$ cat config.mk
export PLATFORM = sky130hd
export DESIGN_NAME = delay_embedding_mean_distance_flat
export DESIGN_NICKNAME = d
export VERILOG_FILES = /design/src/rtl/dem_pkg.sv /design/src/rtl/dem_stream_if.sv /design/src/rtl/dem_ctrl.sv /design/src/rtl/dem_datapath.sv /design/src/rtl/delay_embedding_mean_distance.sv /design/src/flat_wrapper.sv
export SDC_FILE = /design/constraint.sdc
export NUM_CORES = 2
export LEC_CHECK = 0
export BUFFER_PORTS_ARGS = -buffer_cell sky130_fd_sc_hd__buf_2
export CAP_MARGIN = 20
export CELL_PAD_IN_SITES_DETAIL_PLACEMENT = 2
export CELL_PAD_IN_SITES_GLOBAL_PLACEMENT = 2
export CORE_MARGIN = 10
export CORE_UTILIZATION = 54
export CTS_CLUSTER_DIAMETER = 60
export CTS_CLUSTER_SIZE = 8
export DETAILED_ROUTE_END_ITERATION = 7
export GPL_TIMING_DRIVEN = 0
export PLACE_DENSITY = 0.91
export SLEW_MARGIN = 20
export SYNTH_ARGS = -nofsm -noshare
export SYNTH_HDL_FRONTEND = slang
export SYNTH_HIERARCHICAL = 1
export SYNTH_SLANG_ARGS = --single-unit
$ cat constraint.sdc
create_clock -name clk -period 14.4 [get_ports clk]
set_input_delay 0.72 -clock clk [delete_from_list [all_inputs] [get_ports clk]]
set_output_delay 0.72 -clock clk [all_outputs]
set_load 0.02 [all_outputs]
$ cat src/rtl/dem_pkg.sv
package dem_pkg;

    typedef enum logic [2:0] {
        ST_IDLE,
        ST_WRITE,
        ST_TAP,
        ST_SQRT,
        ST_ACC,
        ST_PREP,
        ST_DIV,
        ST_OUT
    } state_t;

    typedef struct packed {
        logic load;
        logic store;
        logic tap_start;
        logic tap_step;
        logic sqrt_start;
        logic sqrt_step;
        logic acc;
        logic div_start;
        logic div_step;
        logic clear;
    } cmd_t;

    typedef struct packed {
        logic row;
        logic taps_done;
        logic sqrt_done;
        logic div_done;
        logic last;
        logic no_rows;
    } stat_t;

    localparam int SAMPLE_W = 16;
    localparam int SUM_W    = 40;
    localparam int MEAN_W   = 18;
    localparam int ROWS_W   = 17;
    localparam int SQ_W     = 37;
    localparam int ROOT_W   = 19;
    localparam int REM_W    = ROOT_W + 3;
    localparam int IT_W     = 6;

    localparam logic [3:0] EMBED_DIM_RESET = 4'd2;
    localparam logic [4:0] TAP_DELAY_RESET = 5'd1;
    localparam logic [0:0] REG_EMBED_DIM   = 1'b0;
    localparam logic [0:0] REG_TAP_DELAY   = 1'b1;

endpackage

$ cat src/rtl/dem_stream_if.sv
interface dem_in_if;
    logic               valid;
    logic               ready;
    logic signed [15:0] sample_a;
    logic signed [15:0] sample_b;
    logic               last;
    modport source (output valid, sample_a, sample_b, last, input ready);
    modport sink   (input valid, sample_a, sample_b, last, output ready);
endinterface

interface dem_out_if;
    logic        valid;
    logic        ready;
    logic [17:0] mean_distance;
    logic [16:0] row_count;
    logic        too_short;
    modport source (output valid, mean_distance, row_count, too_short, input ready);
    modport sink   (input valid, mean_distance, row_count, too_short, output ready);
endinterface

$ cat src/rtl/dem_ctrl.sv
module dem_ctrl (
    input  logic          clk,
    input  logic          rst_n,
    input  logic          in_valid,
    output logic          in_ready,
    output logic          out_valid,
    input  logic          out_ready,
    input  dem_pkg::stat_t stat,
    output dem_pkg::cmd_t  cmd
);
    import dem_pkg::*;

    state_t state_reg;
    state_t state_next;

    always_ff @(posedge clk or negedge rst_n)
    begin
        if (!rst_n)
        begin
            state_reg <= ST_IDLE;
        end
        else
        begin
            state_reg <= state_next;
        end
    end

    always_comb
    begin
        state_next = state_reg;
        case (state_reg)
            ST_IDLE:
            begin
                if (in_valid)
                begin
                    state_next = ST_WRITE;
                end
            end
            ST_WRITE:
            begin
                if (stat.row)
                begin
                    state_next = ST_TAP;
                end
                else if (stat.last)
                begin
                    state_next = stat.no_rows ? ST_OUT : ST_PREP;
                end
                else
                begin
                    state_next = ST_IDLE;
                end
            end
            ST_TAP:
            begin
                if (stat.taps_done)
                begin
                    state_next = ST_SQRT;
                end
            end
            ST_SQRT:
            begin
                if (stat.sqrt_done)
                begin
                    state_next = ST_ACC;
                end
            end
            ST_ACC:
            begin
                state_next = stat.last ? ST_PREP : ST_IDLE;
            end
            ST_PREP:
            begin
                state_next = ST_DIV;
            end
            ST_DIV:
            begin
                if (stat.div_done)
                begin
                    state_next = ST_OUT;
                end
            end
            ST_OUT:
            begin
                if (out_ready)
                begin
                    state_next = ST_IDLE;
                end
            end
            default:
            begin
                state_next = ST_IDLE;
            end
        endcase
    end

    always_comb
    begin
        cmd       = '0;
        in_ready  = 1'b0;
        out_valid = 1'b0;
        case (state_reg)
            ST_IDLE:
            begin
                in_ready = 1'b1;
                cmd.load = in_valid;
            end
            ST_WRITE:
            begin
                cmd.store     = 1'b1;
                cmd.tap_start = stat.row;
            end
            ST_TAP:
            begin
                cmd.tap_step   = 1'b1;
                cmd.sqrt_start = stat.taps_done;
            end
            ST_SQRT:
            begin
                cmd.sqrt_step = 1'b1;
            end
            ST_ACC:
            begin
                cmd.acc = 1'b1;
            end
            ST_PREP:
            begin
                cmd.div_start = 1'b1;
            end
            ST_DIV:
            begin
                cmd.div_step = 1'b1;
            end
            ST_OUT:
            begin
                out_valid = 1'b1;
                cmd.clear = out_ready;
            end
            default:
            begin
                cmd = '0;
            end
        endcase
    end

endmodule

$ cat src/rtl/dem_datapath.sv
module dem_datapath #(
    parameter int MAX_DIM       = 8,
    parameter int MAX_DELAY     = 16,
    parameter int HISTORY_DEPTH = 128,
    parameter int MAX_SAMPLES   = 65536
) (
    input  logic                            clk,
    input  logic                            rst_n,
    input  logic [3:0]                      embed_dim,
    input  logic [4:0]                      tap_delay,
    input  logic signed [15:0]              in_a,
    input  logic signed [15:0]              in_b,
    input  logic                            in_last,
    input  dem_pkg::cmd_t                   cmd,
    output dem_pkg::stat_t                  stat,
    output logic [17:0]                     mean_distance,
    output logic [16:0]                     row_count,
    output logic                            too_short
);
    import dem_pkg::*;

    localparam int AW   = (HISTORY_DEPTH > 1) ? $clog2(HISTORY_DEPTH) : 1;
    localparam int SW   = $clog2(MAX_SAMPLES + 1);
    localparam int KW   = $clog2(MAX_DIM + 1);
    localparam int DW   = $clog2(MAX_DELAY + 1);
    localparam int DRED = MAX_DELAY / HISTORY_DEPTH;

    logic [SAMPLE_W-1:0] mem_a [HISTORY_DEPTH];
    logic [SAMPLE_W-1:0] mem_b [HISTORY_DEPTH];
    logic [SAMPLE_W-1:0] rd_a_reg;
    logic [SAMPLE_W-1:0] rd_b_reg;

    logic [SAMPLE_W-1:0] a_reg;
    logic [SAMPLE_W-1:0] b_reg;
    logic                last_reg;
    logic [KW-1:0]       m_reg;
    logic [DW-1:0]       d_reg;
    logic [AW-1:0]       dstep_reg;
    logic [AW-1:0]       wp_reg;
    logic [AW-1:0]       addr_reg;
    logic [SW-1:0]       seen_reg;
    logic [SW-1:0]       rows_reg;
    logic [SUM_W-1:0]    sum_reg;
    logic [KW-1:0]       k_reg;
    logic                rdv_reg;
    logic [SQ_W-1:0]     sq_reg;
    logic [2*ROOT_W-1:0] sh_reg;
    logic [REM_W-1:0]    rem_reg;
    logic [ROOT_W-1:0]   root_reg;
    logic [IT_W-1:0]     it_reg;
    logic [SUM_W-1:0]    q_reg;
    logic [SW-1:0]       drem_reg;

    logic [KW-1:0]    m_eff;
    logic [DW-1:0]    d_eff;
    int               dmod;
    logic [AW-1:0]    dstep;
    logic [31:0]      span;
    logic             store_ok;
    logic [AW-1:0]    addr_step;
    logic [16:0]      diff;
    logic [15:0]      adiff;
    logic [31:0]      prod;
    logic [REM_W-1:0] rem_shift;
    logic [REM_W:0]   trial;
    logic [SW:0]      dshift;
    logic [SW+1:0]    dtrial;

    always_comb
    begin
        m_eff = (embed_dim == 4'd0) ? KW'(1) :
                (32'(embed_dim) > MAX_DIM) ? KW'(MAX_DIM) : KW'(embed_dim);
        d_eff = (tap_delay == 5'd0) ? DW'(1) :
                (32'(tap_delay) > MAX_DELAY) ? DW'(MAX_DELAY) : DW'(tap_delay);
        // tap step reduced modulo the history depth
        dmod = int'(d_eff);
        for (int i = 0; i < DRED; i++)
        begin
            if (dmod >= HISTORY_DEPTH)
            begin
                dmod = dmod - HISTORY_DEPTH;
            end
        end
        dstep     = AW'(dmod);
        span      = (32'(m_reg) - 32'd1) * 32'(d_reg) + 32'd1;
        store_ok  = 32'(seen_reg) < 32'(MAX_SAMPLES);
        addr_step = (addr_reg >= dstep_reg) ? addr_reg - dstep_reg :
                    AW'(32'(addr_reg) + 32'(HISTORY_DEPTH) - 32'(dstep_reg));
        diff      = {rd_a_reg[SAMPLE_W-1], rd_a_reg} - {rd_b_reg[SAMPLE_W-1], rd_b_reg};
        adiff     = diff[16] ? 16'(-diff) : diff[15:0];
        prod      = 32'(adiff) * 32'(adiff);
        rem_shift = {rem_reg[REM_W-3:0], sh_reg[2*ROOT_W-1 -: 2]};
        trial     = {1'b0, rem_shift} - (REM_W+1)'({root_reg, 2'b01});
        dshift    = {drem_reg, q_reg[SUM_W-1]};
        dtrial    = {1'b0, dshift} - (SW+2)'(rows_reg);
    end

    assign stat.row       = store_ok && (32'(seen_reg) + 32'd1 >= span);
    assign stat.taps_done = (k_reg == m_reg) && !rdv_reg;
    assign stat.sqrt_done = (it_reg == IT_W'(ROOT_W - 1));
    assign stat.div_done  = (it_reg == IT_W'(SUM_W - 1));
    assign stat.last      = last_reg;
    assign stat.no_rows   = (rows_reg == '0);

    always_ff @(posedge clk)
    begin
        if (cmd.store && store_ok)
        begin
            mem_a[wp_reg] <= a_reg;
            mem_b[wp_reg] <= b_reg;
        end
        rd_a_reg <= mem_a[addr_reg];
        rd_b_reg <= mem_b[addr_reg];
    end

    always_ff @(posedge clk or negedge rst_n)
    begin
        if (!rst_n)
        begin
            a_reg     <= '0;
            b_reg     <= '0;
            last_reg  <= 1'b0;
            m_reg     <= KW'(1);
            d_reg     <= DW'(1);
            dstep_reg <= '0;
            wp_reg    <= '0;
            addr_reg  <= '0;
            seen_reg  <= '0;
            rows_reg  <= '0;
            sum_reg   <= '0;
            k_reg     <= '0;
            rdv_reg   <= 1'b0;
            sq_reg    <= '0;
            sh_reg    <= '0;
            rem_reg   <= '0;
            root_reg  <= '0;
            it_reg    <= '0;
            q_reg     <= '0;
            drem_reg  <= '0;
        end
        else
        begin
            if (cmd.load)
            begin
                a_reg     <= in_a;
                b_reg     <= in_b;
                last_reg  <= in_last;
                m_reg     <= m_eff;
                d_reg     <= d_eff;
                dstep_reg <= dstep;
            end
            if (cmd.store && store_ok)
            begin
                wp_reg   <= (wp_reg == AW'(HISTORY_DEPTH - 1)) ? '0 : wp_reg + AW'(1);
                seen_reg <= seen_reg + SW'(1);
            end
            if (cmd.tap_start)
            begin
                k_reg    <= '0;
                addr_reg <= wp_reg;
                rdv_reg  <= 1'b0;
                sq_reg   <= '0;
            end
            if (cmd.tap_step)
            begin
                if (k_reg != m_reg)
                begin
                    k_reg    <= k_reg + KW'(1);
                    addr_reg <= addr_step;
                    rdv_reg  <= 1'b1;
                end
                else
                begin
                    rdv_reg <= 1'b0;
                end
                if (rdv_reg)
                begin
                    sq_reg <= sq_reg + SQ_W'(prod);
                end
            end
            if (cmd.sqrt_start)
            begin
                sh_reg   <= (2*ROOT_W)'(sq_reg);
                rem_reg  <= '0;
                root_reg <= '0;
                it_reg   <= '0;
            end
            if (cmd.sqrt_step)
            begin
                it_reg <= it_reg + IT_W'(1);
                sh_reg <= {sh_reg[2*ROOT_W-3:0], 2'b00};
                if (!trial[REM_W])
                begin
                    rem_reg  <= trial[REM_W-1:0];
                    root_reg <= {root_reg[ROOT_W-2:0], 1'b1};
                end
                else
                begin
                    rem_reg  <= rem_shift;
                    root_reg <= {root_reg[ROOT_W-2:0], 1'b0};
                end
            end
            if (cmd.acc)
            begin
                sum_reg  <= sum_reg + SUM_W'(root_reg);
                rows_reg <= rows_reg + SW'(1);
            end
            if (cmd.div_start)
            begin
                q_reg    <= sum_reg;
                drem_reg <= '0;
                it_reg   <= '0;
            end
            if (cmd.div_step)
            begin
                it_reg   <= it_reg + IT_W'(1);
                q_reg    <= {q_reg[SUM_W-2:0], !dtrial[SW+1]};
                drem_reg <= dtrial[SW+1] ? dshift[SW-1:0] : dtrial[SW-1:0];
            end
            if (cmd.clear)
            begin
                wp_reg   <= '0;
                seen_reg <= '0;
                sum_reg  <= '0;
                rows_reg <= '0;
            end
        end
    end

    assign mean_distance = too_short ? '0 : q_reg[MEAN_W-1:0];
    assign row_count     = too_short ? '0 : ROWS_W'(rows_reg);
    assign too_short     = (rows_reg == '0);

endmodule

$ cat src/rtl/delay_embedding_mean_distance.sv
// sequence: a pair that forms no row is written and the block returns to idle; one that forms a row
// is written, then a tap walk over the m coordinates, a 19-step square root and accumulate
// last item: when too short the result is offered straight after the write; otherwise any row
// is finished first, then the divider is prepared and runs its 40 steps before the result
// throughput: one item at a time, the next taken once the previous one has finished
// reset: rst_n asynchronous active low; history contents undefined until written
module delay_embedding_mean_distance #(
    parameter int MAX_DIM       = 8,
    parameter int MAX_DELAY     = 16,
    parameter int HISTORY_DEPTH = 128,
    parameter int MAX_SAMPLES   = 65536
) (
    input  logic        clk,
    input  logic        rst_n,
    dem_in_if.sink      in_ch,
    dem_out_if.source   out_ch,
    input  logic        cfg_we,
    input  logic [0:0]  cfg_index,
    input  logic [4:0]  cfg_data
);
    import dem_pkg::*;

    logic [3:0] dim_reg;
    logic [4:0] delay_reg;
    cmd_t  cmd;
    stat_t stat;

    always_ff @(posedge clk or negedge rst_n)
    begin
        if (!rst_n)
        begin
            dim_reg   <= EMBED_DIM_RESET;
            delay_reg <= TAP_DELAY_RESET;
        end
        else if (cfg_we)
        begin
            if (cfg_index == REG_EMBED_DIM)
            begin
                dim_reg <= cfg_data[3:0];
            end
            else if (cfg_index == REG_TAP_DELAY)
            begin
                delay_reg <= cfg_data;
            end
        end
    end

    dem_ctrl u_ctrl (
        .clk       (clk),
        .rst_n     (rst_n),
        .in_valid  (in_ch.valid),
        .in_ready  (in_ch.ready),
        .out_valid (out_ch.valid),
        .out_ready (out_ch.ready),
        .stat      (stat),
        .cmd       (cmd)
    );

    dem_datapath #(
        .MAX_DIM       (MAX_DIM),
        .MAX_DELAY     (MAX_DELAY),
        .HISTORY_DEPTH (HISTORY_DEPTH),
        .MAX_SAMPLES   (MAX_SAMPLES)
    ) u_dp (
        .clk           (clk),
        .rst_n         (rst_n),
        .embed_dim     (dim_reg),
        .tap_delay     (delay_reg),
        .in_a          (in_ch.sample_a),
        .in_b          (in_ch.sample_b),
        .in_last       (in_ch.last),
        .cmd           (cmd),
        .stat          (stat),
        .mean_distance (out_ch.mean_distance),
        .row_count     (out_ch.row_count),
        .too_short     (out_ch.too_short)
    );

`ifndef NO_ASSERTIONS
    assert property (@(posedge clk) disable iff (!rst_n) !(in_ch.ready && out_ch.valid))
        else $error("input taken while result pending");
    assert property (@(posedge clk) disable iff (!rst_n)
        (out_ch.valid && !out_ch.ready) |=> out_ch.valid)
        else $error("result dropped");
    assert property (@(posedge clk) disable iff (!rst_n)
        out_ch.valid |-> (out_ch.too_short == (out_ch.row_count == '0)))
        else $error("too_short inconsistent");
`endif

endmodule

$ cat src/flat_wrapper.sv
// flat-port wrapper written by rule: the top's interface ports become plain ports
module delay_embedding_mean_distance_flat import dem_pkg::*;
#(
    parameter int MAX_DIM       = 8,
    parameter int MAX_DELAY     = 16,
    parameter int HISTORY_DEPTH = 128,
    parameter int MAX_SAMPLES   = 65536
)
  (clk, rst_n, cfg_we, cfg_index, cfg_data, in_ch_valid, in_ch_sample_a, in_ch_sample_b, in_ch_last, in_ch_ready, out_ch_valid, out_ch_mean_distance, out_ch_row_count, out_ch_too_short, out_ch_ready);
  dem_in_if in_ch_i ();
  dem_out_if out_ch_i ();
  input  logic clk;
  input  logic rst_n;
  input  logic cfg_we;
  input  logic [0:0] cfg_index;
  input  logic [4:0] cfg_data;
  input wire logic [$bits(in_ch_i.valid)-1:0] in_ch_valid;
  input wire logic [$bits(in_ch_i.sample_a)-1:0] in_ch_sample_a;
  input wire logic [$bits(in_ch_i.sample_b)-1:0] in_ch_sample_b;
  input wire logic [$bits(in_ch_i.last)-1:0] in_ch_last;
  output wire logic [$bits(in_ch_i.ready)-1:0] in_ch_ready;
  output wire logic [$bits(out_ch_i.valid)-1:0] out_ch_valid;
  output wire logic [$bits(out_ch_i.mean_distance)-1:0] out_ch_mean_distance;
  output wire logic [$bits(out_ch_i.row_count)-1:0] out_ch_row_count;
  output wire logic [$bits(out_ch_i.too_short)-1:0] out_ch_too_short;
  input wire logic [$bits(out_ch_i.ready)-1:0] out_ch_ready;
  assign in_ch_i.valid = in_ch_valid;
  assign in_ch_i.sample_a = in_ch_sample_a;
  assign in_ch_i.sample_b = in_ch_sample_b;
  assign in_ch_i.last = in_ch_last;
  assign in_ch_ready = in_ch_i.ready;
  assign out_ch_valid = out_ch_i.valid;
  assign out_ch_mean_distance = out_ch_i.mean_distance;
  assign out_ch_row_count = out_ch_i.row_count;
  assign out_ch_too_short = out_ch_i.too_short;
  assign out_ch_i.ready = out_ch_ready;
  delay_embedding_mean_distance #(.MAX_DIM(MAX_DIM), .MAX_DELAY(MAX_DELAY), .HISTORY_DEPTH(HISTORY_DEPTH), .MAX_SAMPLES(MAX_SAMPLES)) u_core (.clk(clk), .rst_n(rst_n), .in_ch(in_ch_i), .out_ch(out_ch_i), .cfg_we(cfg_we), .cfg_index(cfg_index), .cfg_data(cfg_data));
endmodule
==> results of run 1 <==
## through the flow
stage | area (um^2) | instances | hold slack (ns) | setup WS [ns]
floorplan | 185000 | 9167 | 0.424 | 5.76
global placement | 191000 | 13800 | 0.467 | 3.89
## cell families after synthesis
kind of cell / Yosys count / share of synthesized area, %
and+or+nand+nor: 1094 / 2.75
muxes: 1535 / 17.5
adders and majority gates: 446 / 3.92
DFF: 4453 / 71.2
xor gates and xnor gates: 179 / 0.855
AOI/OAI and AO/OA: 566 / 1.92
buffers and inverters: 894 / 1.88
==> results by group, run 1 <==
Outcome
  – Outcome: aborted with a tool error
  – Last stage: 3_5_place_dp
  – Err: [ERROR DPL-0033] detailed placement checks failed during check placement.

Die
  – # IOs: 82
  – Row cnt: 214
  – Die width: 605 um
  – Chip Height: 605 um
  – Starting Density: 54.3%

Synthesis
  – Async SR Flop Fraction: 7.30%
  – Post-synthesis cell type count: 97
  – Syn. warnings: 6
  – Seq/Total Area, Yosys: 71.2%
  – Synth cell count leaders: 4096 x edfxtp_1, 1344 x mux4_2, 427 x inv_1
  – Number of flops mapped to enable cells by yosys: 4096
  – Syn Nets: 9657
  – Main area contributors after synthesis: edfxtp_1 66%, mux4_2 16%, dfrtp_1 4.3%
  – Synthesized area: 185000 um^2
  – Post-Syn Instances: 9167
  – Count leader, synth: edfxtp_1
  – Largest area contributor in the netlist: edfxtp_1
  – Yosys top cell area share: 66.5%
  – Top_reg_cell synth: edfxtp_1
  – FF+latch count, synth: 4453
  – Post-Syn Area per Cell: 20.2 um^2

Placed design
  – Port bufs: 81
  – Routability congestion estimate: 0.897
  – DP Wirelength: 776000 um
==> inputs of run 2 (changes only) <==
CELL_PAD_IN_SITES_DETAIL_PLACEMENT = default   (was 2)
CELL_PAD_IN_SITES_GLOBAL_PLACEMENT = default   (was 2)
CORE_UTILIZATION = 40   (was 54)
CTS_CLUSTER_DIAMETER = default   (was 60)
CTS_CLUSTER_SIZE = default   (was 8)
PLACE_DENSITY = default   (was 0.91)
PLACE_DENSITY_LB_ADDON = 0.15   (was default)
==> results by group, run 2 <==
Critical path
  – Crit end category: flip-flop
  – Reg-to-reg startpoint: u_core/u_dp/rd_a_reg[0]$_DFF_P_
  – Flop-to-flop setup slack: 3.89 ns
  – Max incr delay on CP: 0.76 ns
  – Worst Path Arrival: 11.40 ns
  – Critical path depth: 34
  – CP Class: reg -> reg
  – Crit path max-delay family: adder cells
  – Slowest CP cell: xor2_1
  – CP max FO: 10
  – Critical path required time: 15.29 ns
  – WP buf/inv: 6
  – Worst reg2reg path depth: 34
  – RR Endpoint: u_core/u_dp/sq_reg[32]$_DFF_PN0_
  – Critical Path Source Type: flip-flop
  – Most frequent CP cell: fa_1

GRT
  – First-pass GRT wire length: 743000 um
  – GR Util met1: 30.4%
  – Gr ovfl total: 0
  – Number of global-route vias before repair: 97100
  – Top Usage Layer GRT: met2
  – Met3 Track Usage GR: 4.05%
  – Initial antenna violation count: 79
  – Total Routing Usage GR: 21.1%
  – Largest net degree at the start of global routing: 95
  – M2 GR Usage: 32.8%

Timing
  – Pins Over Slew Limit: 0
  – Max Freq: 95.1 MHz
  – Worst slew pin tran: 1.23 ns
  – Worst relative slew slack: 18.1%
  – Final period util: 73.0%
  – Post-route minimum period: 10.51 ns
  – RSZ-0062 raised after global routing: no
  – Setup violators final: 0
  – Final hold violation count: 0
  – Clock Skew: 0.0834 ns
  – Setup_tns: 0 ns

Cells and area
  – Most common cell after layout, fill and taps aside: edfxtp_1
  – Filler Cell Count: 38300
  – Area Overhead vs Synth: 16.6%
  – Share of cells above drive strength 1: 26.6%
  – Area of the multi-input gates: 50700 um^2
  – Final-stage net count: 10500
  – Reg area: 132000 um^2
  – Commonest cells after routing, fill and taps aside: 4096 x edfxtp_1, 1344 x mux4_2, 470 x clkbuf_16
  – Regs by FF count: u_core/u_dp/mem_a (2048), u_core/u_dp/mem_b (2048)

Synthesis
  – Syn Nets: 9657 (unchanged)
  – Count leader, synth: edfxtp_1
  – Syn. warnings: 6 (unchanged)
  – FF+latch count, synth: 4453 (unchanged)
  – Async SR Flop Fraction: 7.30% (unchanged)
  – Number of flops mapped to enable cells by yosys: 4096 (unchanged)
  – Largest area contributor in the netlist: edfxtp_1
  – Synth cell count leaders: 4096 x edfxtp_1, 1344 x mux4_2, 427 x inv_1
  – Post-Syn Area per Cell: 20.2 um^2 (unchanged)
  – Yosys top cell area share: 66.5% (unchanged)
  – Post-synthesis cell type count: 97 (unchanged)
  – Post-Syn Instances: 9167 (unchanged)
  – Seq/Total Area, Yosys: 71.2% (unchanged)
  – Synthesized area: 185000 um^2 (unchanged)
  – Main area contributors after synthesis: edfxtp_1 66%, mux4_2 16%, dfrtp_1 4.3%
  – Top_reg_cell synth: edfxtp_1

Die
  – Starting Density: 40.2% (-14 points)
  – Area of the die: 490000 um^2
  – Die width: 700 um (+16%)
  – Chip Height: 700 um (+16%)
  – Row cnt: 249 (+16%)
  – # IOs: 82 (unchanged)
  – Core Area: 460000 um^2

Placed design
  – Routability congestion estimate: 0.871 (-2.9%)
  – DP Wirelength: 378000 um (-51%)
  – Port bufs: 81 (unchanged)

Detailed routing
  – WL/cell: 31.6 um
  – Vias: 95400
  – Total Routed Length: 527000 um
  – Residual DRC: 0
  – Number of antenna-violating nets in the routed design: 0
  – TritonRoute pass-1 iters: 7
  – Via density: 5.73
  – Starting DRT DRC Count: 10800

Clock tree
  – Num CTS Buffers: 463
  – Clk Latency, worst-skew pair: 1.02 ns
  – Clock Pin Slew Worst Setup and Hold Paths: 0.06 ns
  – CTS tree: done
  – Root buf cell: clkbuf_16
  – CTS max path bufs: 4
  – Clock Sinks: 4453
  – Setup Fix Bufs, Post-CTS: 0
  – H-Tree Depth: 5

Outcome
  – Outcome: finished clean

Min path
  – Hold EP: u_core/delay_reg[3]$_DFFE_PN0P_
  – Hold Path Depth: 3
  – HP Start: cfg_index
  – Hold Crit Class: in -> reg

Flow run
  – Max-Cap Viols: 0
-- run 2: cell counts after synthesis --
No cell type changed its count.
-- run 2: worst register-to-register path, delay by kind of cell (launching register included) --
kind,cells,cell delay [ns]
simple gates,6,1.50
flops,1,0.31
xor+xnor,2,0.92
fa+ha+maj,9,3.97
compound gates,11,2.68
buf+inv,6,1.02
-- run 2: timing repair --
item | in CTS | in global routing
endpoints found under the hold margin | 107 | 0
gates resized for setup | 0 | 0
hold buffers | 40 | 0
-- run 2: cell type report --
class	count	area share, %
repair buffers	384	3.25
clock inverters	254	1.06
diodes	97	0.113
well taps	6149	3.57
plain buffers	458	0.898
flip-flops and latches	4453	61.1
clock buffers	593	5.70
inverters	436	0.759
multi-input cells	3820	23.5
-- run 2: routing by layer --
layer,share of wire [%],wire length (um)
met1,42,222000
met2,46,242000
met3,8.6,45500
met4,3.2,16800
met5,0.0059,31
-- run 2: cells by family after synthesis --
group,share of synthesized area (%)
xor+xnor,0.855
simple gates,2.75
fa+ha+maj,3.92
flops,71.2
buf+inv,1.88
compound gates,1.92
mux,17.5
-- run 2: per-stage QoR --
step	cells	area (um^2)	worst slack, ns	hold slack (ns)	utilization (%)
after global routing	16600	216000	3.51	0.0841	46.8
after detailed placement	15700	200000	3.96	0.468	43.5
after floorplan	9167	185000	5.76	0.424	-
final	16600	216000	3.89	0.127	46.9
after global placement	15400	193000	4.00	0.466	41.9
after CTS	16500	215000	3.99	0.0324	46.8
-- run 2: worst max path at each step --
stage	start	to	slack, ns
after floorplan	u_core/u_dp/rd_a_reg[0]$_DFF_P_	u_core/u_dp/sq_reg[32]$_DFF_PN0_	5.76
after global placement	u_core/u_dp/rd_a_reg[0]$_DFF_P_	u_core/u_dp/sq_reg[32]$_DFF_PN0_	4.00
after detailed placement	u_core/u_dp/rd_a_reg[0]$_DFF_P_	u_core/u_dp/sq_reg[32]$_DFF_PN0_	3.96
after CTS	u_core/u_dp/rd_a_reg[0]$_DFF_P_	u_core/u_dp/sq_reg[32]$_DFF_PN0_	3.99
after global routing	u_core/u_dp/rd_a_reg[0]$_DFF_P_	u_core/u_dp/sq_reg[32]$_DFF_PN0_	3.51
final	u_core/u_dp/rd_a_reg[0]$_DFF_P_	u_core/u_dp/sq_reg[32]$_DFF_PN0_	3.89
Power of run 2 is not shown: default switching activity piles up to over one toggle a cycle in this logic, so the estimate is an artifact.
